==> config.mk <==
export PLATFORM = sky130hd
export DESIGN_NAME = lesmp_lane_map
export DESIGN_NICKNAME = d
export VERILOG_FILES = /design/src/design/lesmp_pkg.sv /design/src/design/lesmp_lane_map.sv
export SDC_FILE = /design/constraint.sdc
export NUM_CORES = 1
export LEC_CHECK = 0
export BUFFER_PORTS_ARGS = -buffer_cell sky130_fd_sc_hd__buf_2
export CAP_MARGIN = 20
export CORE_ASPECT_RATIO = 0.7
export CORE_UTILIZATION = 47
export DETAILED_ROUTE_END_ITERATION = 10
export PLACE_DENSITY = 0.84
export SYNTH_ARGS = -nofsm -noshare
export SYNTH_HDL_FRONTEND = slang
export SYNTH_SLANG_ARGS = --single-unit
==> constraint.sdc <==
create_clock -name vclk -period 5.2
set_input_delay 1.04 -clock vclk [all_inputs]
set_output_delay 1.04 -clock vclk [all_outputs]
set_load 0.01 [all_outputs]
==> src/design/lesmp_pkg.sv <==
package lesmp_pkg;

    localparam int LANES  = 8;
    localparam int LANE_W = 3;

    localparam logic ACT_READ  = 1'b0;
    localparam logic ACT_WRITE = 1'b1;

    localparam logic [1:0] SIZE_BYTE  = 2'd0;
    localparam logic [1:0] SIZE_HALF  = 2'd1;
    localparam logic [1:0] SIZE_WORD  = 2'd2;
    localparam logic [1:0] SIZE_DWORD = 2'd3;

    localparam logic [16:0] LIMIT_RESET = 17'd65536;

    typedef logic [7:0] t_byte;

    // read in flight between bank access and output register
    typedef struct packed {
        logic              rd;
        logic              err;
        logic [LANE_W-1:0] shift;
        logic [1:0]        size;
    } t_s1_ctrl;

    function automatic logic [3:0] size_bytes(input logic [1:0] size);
        logic [3:0] n;
        case (size)
            SIZE_BYTE:  n = 4'd1;
            SIZE_HALF:  n = 4'd2;
            SIZE_WORD:  n = 4'd4;
            SIZE_DWORD: n = 4'd8;
            default:    n = 4'd1;
        endcase
        return n;
    endfunction

endpackage

==> src/design/lesmp_lane_map.sv <==
module lesmp_lane_map
    import lesmp_pkg::*;
#(
    parameter int ROW_W = 13
) (
    input  logic [LANE_W-1:0]            i_offset,
    input  logic [ROW_W-1:0]             i_row_base,
    input  logic [1:0]                   i_size,
    input  logic [63:0]                  i_write_value,
    output logic [LANES-1:0]             o_used,
    output logic [LANES-1:0][ROW_W-1:0]  o_row,
    output logic [LANES-1:0][7:0]        o_wdata
);

    logic [3:0] nbytes;

    assign nbytes = size_bytes(i_size);

    // bank b carries byte (b - offset) mod 8 of the word
    always_comb begin
        for (int b = 0; b < LANES; b++) begin
            logic [LANE_W-1:0] idx;
            logic [63:0]       sh;
            idx        = LANE_W'(b) - i_offset;
            sh         = i_write_value >> {idx, 3'b000};
            o_used[b]  = {1'b0, idx} < nbytes;
            o_row[b]   = i_row_base + ROW_W'(LANE_W'(b) < i_offset);
            o_wdata[b] = sh[7:0];
        end
    end

endmodule

==> impl_metrics.json <==
{
  "crit_arrival_ns": 3.51,
  "routed-via-count": 5140,
  "mostFrequentLayoutCells": "258 x sky130_fd_sc_hd__buf_2, 114 x sky130_fd_sc_hd__nand2_1, 72 x sky130_fd_sc_hd__mux4_2",
  "die_w_microns": 120,
  "remaining_drc_errors": 1,
  "height_of_the_die_microns": 84.5,
  "static-leakage-power_nw": 2.70,
  "regArea_sq_um": 0,
  "cap_viol_max_count": 0,
  "detailedRoute.firstIterationViolations": 433,
  "postCtsResizedCells": 0,
  "drt_first_pass_iters": 8,
  "synth_area_sq_mm": 0.00457,
  "routabilityCongestion": 1.02,
  "setup_viol": 0,
  "vias_in_the_first_global_route": 4825,
  "io_pins": 258,
  "report.power.total_mw": 0.713,
  "initial_utilization": 0.494,
  "stdcell_area_sq_mm": 0.00578,
  "timing.max_slew.rel_slack": 0.462,
  "worstHoldPathType": "in -> out",
  "crit_path_start_kind": "primary input",
  "timing.fmax_mhz": 220,
  "layout-drive-gt1-share": 0.531,
  "grt_pass1_wl_microns": 25700,
  "synth_cell_types": 30,
  "fillerInstances": 810,
  "tightestPinTransition_ns": 0.804,
  "synth-seq-area-share": 0,
  "fin_util": 0.624,
  "final_antenna_net_count": 0,
  "synth_fp_nets": 612,
  "design.die.area_sq_mm": 0.0101,
  "tns_ns": 0,
  "nNetsFinal": 816,
  "num_rows": 29,
  "detailed_place.area_sq_mm": 0.00576,
  "timing.critical_path.to_type": "output port",
  "avgViaCountPerCell": 6.22,
  "final_common_cell": "sky130_fd_sc_hd__buf_2",
  "violations": "design-rule violations",
  "layout.sequential_cells": 0,
  "timing.critical_path.buf_inv": 4,
  "fin_hold_ws_ns": 2.41,
  "critical_path.slowest_cell": "sky130_fd_sc_hd__ha_1",
  "num-clock-buffers": 0,
  "critical_path.cell_chain": "buf_2, inv_1, ha_1, clkinv_1, ha_1, o21a_1, o31ai_1, buf_2",
  "ir_worst_vdd_mv": 0.104,
  "final-max-slew-violation-count": 0,
  "global_route.usage.total": 0.321,
  "dp_hpwl_microns": 13800,
  "critical-path-top-delay-family": "buffers and inverters",
  "post_synth.cell_area_avg_sq_um": 9.14,
  "wl_per_cell_microns": 20.3,
  "area.growth.synth_to_final_pct": 26.4,
  "antenna_cells": 0,
  "timing.final.crit_period_ns": 4.55,
  "highest_fanout_seen_on_the_critical_path": 18,
  "hold_viol_final": 0,
  "wirelength_microns": 16700,
  "antenna_found_initial": 0,
  "cts_hold_buffers": 0,
  "port_buffers": 258,
  "status": "finished, violations left",
  "crit_type": "in -> out",
  "period_share": 0.875,
  "post_synth_inst_count": 500,
  "power.density_cell_area_mw_per_mm2": 124,
  "grt_overflow_total": 0,
  "ys.warnings.count": 0,
  "cpPeakStageDelay_ns": 0.66,
  "grt_start_max_net_pins": 50,
  "critPathRequiredTime_ns": 4.16,
  "rsz0062_at_grt": "no",
  "cts_post_setup_buffers_inserted": 0,
  "design.core.area_sq_mm": 0.00925
}
## kinds of logic (layout without fill, tap and decap cells)
| group | count (synthesis) | in the layout | synth area share |
|---|---|---|---|
| muxes | 112 | 112 | 0.480 |
| and+or+nand+nor | 185 | 185 | 0.175 |
| buffers and inverters | 71 | 273 | 0.0747 |
| xor gates and xnor gates | 79 | 79 | 0.155 |
| adders and majority gates | 30 | 30 | 0.0821 |
| AOI/OAI and AO/OA | 23 | 23 | 0.0334 |
## Yosys cell counts (all sizes together)
cell type | n | area, sq um
xnor2 | 43 | 377
o32a | 2 | 20.0
xor2 | 36 | 334
nor3 | 14 | 70.1
o21ai | 8 | 40.0
o31ai | 2 | 15.0
ha | 30 | 375
mux2 | 32 | 360
o31a | 2 | 17.5
nand4 | 9 | 56.3
nand2b | 2 | 12.5
inv | 7 | 28.8
nand2 | 114 | 428
mux4 | 80 | 1830
nor2b | 1 | 6.26
and4 | 4 | 35.0
nand3 | 21 | 105
buf | 31 | 189
clkinv | 1 | 3.75
and2 | 4 | 25.0
nor2 | 16 | 60.1
o21a | 6 | 45.0
a21oi | 3 | 15.0
clkbuf | 32 | 120
## final cells by class
| class | instances | area [sq um] | area share |
|---|---|---|---|
| Inverter | 8 | 32.5 | 0.00563 |
| Multi-Input combinational cell | 429 | 4240 | 0.734 |
| Tap cell | 124 | 155 | 0.0269 |
| Timing Repair Buffer | 265 | 1350 | 0.234 |
## where the power goes
group | switching [mW] | internal, mW | leakage (nW)
Sequential | 0 | 0 | 0
Combinational | 0.385 | 0.328 | 2.70
Clock | 0 | 0 | 0
## metrics by stage
step / cells / setup WS (ns)
4_1_cts: 825 / 0.679
3_3_place_gp: 825 / 0.769
6_report: 826 / 0.649
5_1_grt: 826 / 0.474
3_5_place_dp: 825 / 0.693
2_1_floorplan: 500 / 0.507
## metal layers
layer	track usage	vias to the layer above	part of all wire
met5	0	-	0
met4	0.0693	0	0.020
met3	0.0890	34	0.13
met2	0.512	399	0.46
met1	0.437	2462	0.38
li1	-	2245	-
## path summary, 6_finish.rpt
| path | from | endpoint | slack (ns) | depth (start not counted) |
|---|---|---|---|---|
| worst min-delay path | i_row_base[0] | o_row[91] | 2.41 | 2 |
| worst max-delay path | i_offset[2] | o_used[5] | 0.65 | 8 |
No activity file was read; power rests on OpenSTA's default activity.
