==> src/design/lesmp_pkg.sv <==
package lesmp_pkg;

    localparam int LANES  = 8;
    localparam int LANE_W = 3;

    localparam logic ACT_READ  = 1'b0;
    localparam logic ACT_WRITE = 1'b1;

    localparam logic [1:0] SIZE_BYTE  = 2'd0;
    localparam logic [1:0] SIZE_HALF  = 2'd1;
    localparam logic [1:0] SIZE_WORD  = 2'd2;
    localparam logic [1:0] SIZE_DWORD = 2'd3;

    localparam logic [16:0] LIMIT_RESET = 17'd65536;

    typedef logic [7:0] t_byte;

    // read in flight between bank access and output register
    typedef struct packed {
        logic              rd;
        logic              err;
        logic [LANE_W-1:0] shift;
        logic [1:0]        size;
    } t_s1_ctrl;

    function automatic logic [3:0] size_bytes(input logic [1:0] size);
        logic [3:0] n;
        case (size)
            SIZE_BYTE:  n = 4'd1;
            SIZE_HALF:  n = 4'd2;
            SIZE_WORD:  n = 4'd4;
            SIZE_DWORD: n = 4'd8;
            default:    n = 4'd1;
        endcase
        return n;
    endfunction

endpackage

==> src/design/lesmp_align.sv <==
module lesmp_align
    import lesmp_pkg::*;
(
    input  t_s1_ctrl           i_ctrl,
    input  logic [LANES-1:0][7:0] i_bank_data,
    output logic [63:0]        o_read_value
);

    logic [3:0] nbytes;

    assign nbytes = size_bytes(i_ctrl.size);

    always_comb begin
        for (int i = 0; i < LANES; i++) begin
            logic [LANE_W-1:0] lane;
            lane = i_ctrl.shift + LANE_W'(i);
            if (i_ctrl.rd && (4'(i) < nbytes)) begin
                o_read_value[8*i +: 8] = i_bank_data[lane];
            end else begin
                o_read_value[8*i +: 8] = 8'h00;
            end
        end
    end

endmodule

==> config.mk <==
export PLATFORM = sky130hd
export DESIGN_NAME = lesmp_align
export DESIGN_NICKNAME = d
export VERILOG_FILES = /design/src/design/lesmp_pkg.sv /design/src/design/lesmp_align.sv
export SDC_FILE = /design/constraint.sdc
export NUM_CORES = 1
export LEC_CHECK = 0
export BUFFER_PORTS_ARGS = -buffer_cell sky130_fd_sc_hd__buf_2
export CAP_MARGIN = 10
export CORE_AREA = 2 2 83 85
export DETAILED_ROUTE_END_ITERATION = 7
export DIE_AREA = 0 0 85 87
export PLACE_DENSITY = 0.79
export REMOVE_ABC_BUFFERS = 1
export SLEW_MARGIN = 20
export SYNTH_ARGS = -nofsm -noshare
export SYNTH_HDL_FRONTEND = slang
export SYNTH_SLANG_ARGS = --single-unit
==> constraint.sdc <==
create_clock -name vclk -period 2.05
set_input_delay 0.3075 -clock vclk [all_inputs]
set_output_delay 0.3075 -clock vclk [all_outputs]
set_load 0.05 [all_outputs]
==> summary.md <==
| Metric | Value |
|---|---|
| Met1 WL | `4.20 mm` |
| Antenna-violating nets left | `0` |
| Vias after detailed routing | `3642` |
| Kind of launch point of the worst setup path | `input port` |
| Count of final setup violators | `0` |
| Adder and majority gate portion of the synthesized area | `0.00878` |
| Total length of routed wires | `10.6 mm` |
| Die area | `7400 µm²` |
| Area of all sequential standard cells | `0 µm²` |
| Normalized max-slew margin | `0.808` |
| Power per unit of standard cell area | `approximately 330 nW/µm²` |
| Via count of the first global-routing pass | `between 3000 and 4000` |
| Final period util | `0.993` |
| Reported leakage power | `1.75 nW` |
| Xor and xnor area share after synthesis | `0.0228` |
| Number of slew-limit violations in the final report | `0` |
| Number of antenna violations at the first check in global routing | `0` |
| Simple-gate share of the synthesized area | `0.181` |
| CP Capture Type | `output port` |
| Yosys warnings | `0` |
| Sequential cell count of the final layout | `0` |
| Critical Path Fanout Max | `32` |
| Required time at the endpoint of the critical path | `roughly 1700 ps` |
| Post-layout min period | `2040 ps` |
| Count of nets after finishing | `around 560` |
| Number of distinct library cells after synthesis | `24` |
| Fraction of synthesized area in multiplexers | `0.510` |
| Pin count of the biggest net entering global routing | `33` |
| Worst Hold Depth | `4` |
| GRT Util Overall | `0.250` |
| Main combinational cell family by area after synthesis | `multiplexers` |
| Share of the synthesized area in compound gates (AO/OA/AOI/OAI) | `0.182` |
| GRT Residual Overflow | `0` |
| Effective utilization at floorplan | `0.434` |
| Maximum operating frequency | `approximately 0.49 GHz` |
| Fraction of layout cells with a size suffix above 1 | `0.580` |
| Actual transition at the worst max-transition pin | `288 ps` |
| Sequential share of the synthesized area | `0` |
| Count of buffers from port buffering | `134` |
| Area of the core | `6570 µm²` |
| Area of the mapped netlist | `2850 µm²` |
| Average wire length per cell after detail routing | `18.9 µm` |
| Worst setup slack after layout | `approximately 15 ps` |
| Area growth from synthesis to layout | `41.1%` |
| Worst slack at placement | `-242 ps` |
| Final cell count without fillers | `~560` |
| Placer congestion estimate | `0.830` |
| Origin of the worst min-delay path | `i_ctrl[6]` |
| Routed length on met2 | `~5.3 mm` |
| Critical path class | `input port to output port` |
| Top Metal Used | `met4` |
| Row count | `30` |
| Final number of hold-violating endpoints | `0` |
| Hold_buf cts | `0` |
| Maximum resistive drop on vdd | `between 0.15 and 0.2 mV` |
| Wire length on met3 | `946 µm` |
| Worst min path class | `input port to output port` |
| Final routed DRC violation total | `0` |
| I/O Pins | `135` |
| Clkbuf count | `0` |
| Die X | `85 µm` |
| First-pass DRT Iterations | `6` |
| Cell count after synthesis | `approximately 350` |
| Number of design-rule violations left by the first detailed-router iteration | `271` |
| Post-Syn Area per Cell | `8.16 µm²` |
| End of the worst hold path | `o_read_value[3]` |
| Maximum Capacitance Violations | `0` |
| Instance count after placement with tap cells included | `554` |
| Data arrival at the endpoint of the critical path | `1730 ps` |
| Vias per std cell | `6.49` |
| Die Ht | `87 µm` |
| Status | `finished, final reports clean` |
| First-pass GRT wire length | `15.4 mm` |
| Antenna Diode Count | `0` |
| DP Wirelength | `roughly 7.3 mm` |
==> timing repair <==
| action | in CTS | in global routing |
|---|---|---|
| pin swaps | 1 | 1 |
| endpoints found under the setup margin | 55 | 62 |
| resized for setup | 36 | 43 |
| setup buffers | 2 | 1 |
| gates cloned | 0 | 4 |
==> cell usage in the layout, fill, tap and decap left out <==
cell type	Yosys	layout
nand2_1	58	57
nand2b_1	1	1
clkbuf_4	0	7
nand2_2	0	1
mux2_2	64	64
xnor2_4	0	2
a21oi_1	24	23
buf_16	0	1
buf_2	16	98
mux4_1	3	1
or2_4	0	1
nor2_1	8	8
o21a_1	1	1
or2b_4	1	1
inv_1	2	2
nor3_2	0	4
buf_8	0	4
o21ai_0	8	7
buf_12	2	7
nand3_1	17	17
ha_4	0	2
mux4_2	29	31
xor2_4	0	1
buf_6	4	4
o21ai_1	0	1
nor3_1	32	28
clkbuf_16	0	4
xor2_2	2	1
o22ai_1	56	56
buf_4	10	45
a21oi_2	0	1
==> logic make-up after synthesis <==
kind of cell,count (synthesis)
AO/OA/AOI/OAI,89
XOR/XNOR,4
adder cells (fa/ha/maj),2
buffers and inverters,40
multiplexers,96
AND/OR/NAND/NOR,118
==> synth_stat cells (3+ instances only) <==
library cell  count  area, µm²
a21oi_1          24        120
nand2_1          58        218
mux4_2           29        653
o21ai_0           8       40.0
mux2_2           64        721
buf_6             4       45.0
mux4_1            3       78.8
clkbuf_1          5       18.8
nand3_1          17       85.1
nor2_1            8       30.0
buf_2            16       80.1
o22ai_1          56        350
nor3_1           32        160
buf_4            10       75.1
==> where the power goes <==
part / switching [mW] / internal (mW)
logic: 0.777 / 0.561
clock network: 0 / 0
registers: 0 / 0
total: 0.777 / 0.561
==> routing by layer <==
metal | vias to the layer above | global-route usage
met5 | - | 0
met4 | 0 | 0.0606
met3 | 17 | 0.0265
met2 | 238 | 0.450
met1 | 1747 | 0.322
li1 | 1640 | -
==> cell type report <==
type,count,area [µm²]
inverters,2,7.51
fillers,576,2550
repair buffers,170,1250
multi-input cells,309,2660
well taps,80,100
==> how the worst max path moves through the flow <==
| stage | start | to | depth (start not counted) |
|---|---|---|---|
| final | i_ctrl[2] | o_read_value[48] | 8 |
| after global routing | i_ctrl[2] | o_read_value[4] | 8 |
| after CTS | i_ctrl[3] | o_read_value[14] | 8 |
| after detailed placement | i_ctrl[3] | o_read_value[56] | 7 |
| after global placement | i_ctrl[3] | o_read_value[31] | 7 |
| after floorplan | i_ctrl[2] | o_read_value[41] | 5 |
==> per-stage QoR <==
| step | cell area [µm²] | power, mW | utilization | TNS, ps | hold slack [ps] |
|---|---|---|---|---|---|
| floorplan | 2580 | 0.809 | - | -32460 | 864 |
| global placement | 3650 | 1.18 | 0.555 | -4740 | 1170 |
| detailed placement | 3650 | 1.21 | 0.555 | -5770 | 1160 |
| CTS | 3780 | 1.25 | 0.575 | 0 | 1160 |
| global route | 4020 | 1.42 | 0.612 | -53.3 | 1190 |
| finish | 4020 | 1.34 | 0.612 | 0 | 1180 |
==> worst max-delay path: stages <==
cell	delay, ps
buf_2	120
buf_12	160
clkbuf_16	180
nand2b_1	130
buf_12	200
o22ai_1	130
nor3_1	220
buf_4	250
No activity file was read; power rests on OpenSTA's default activity.
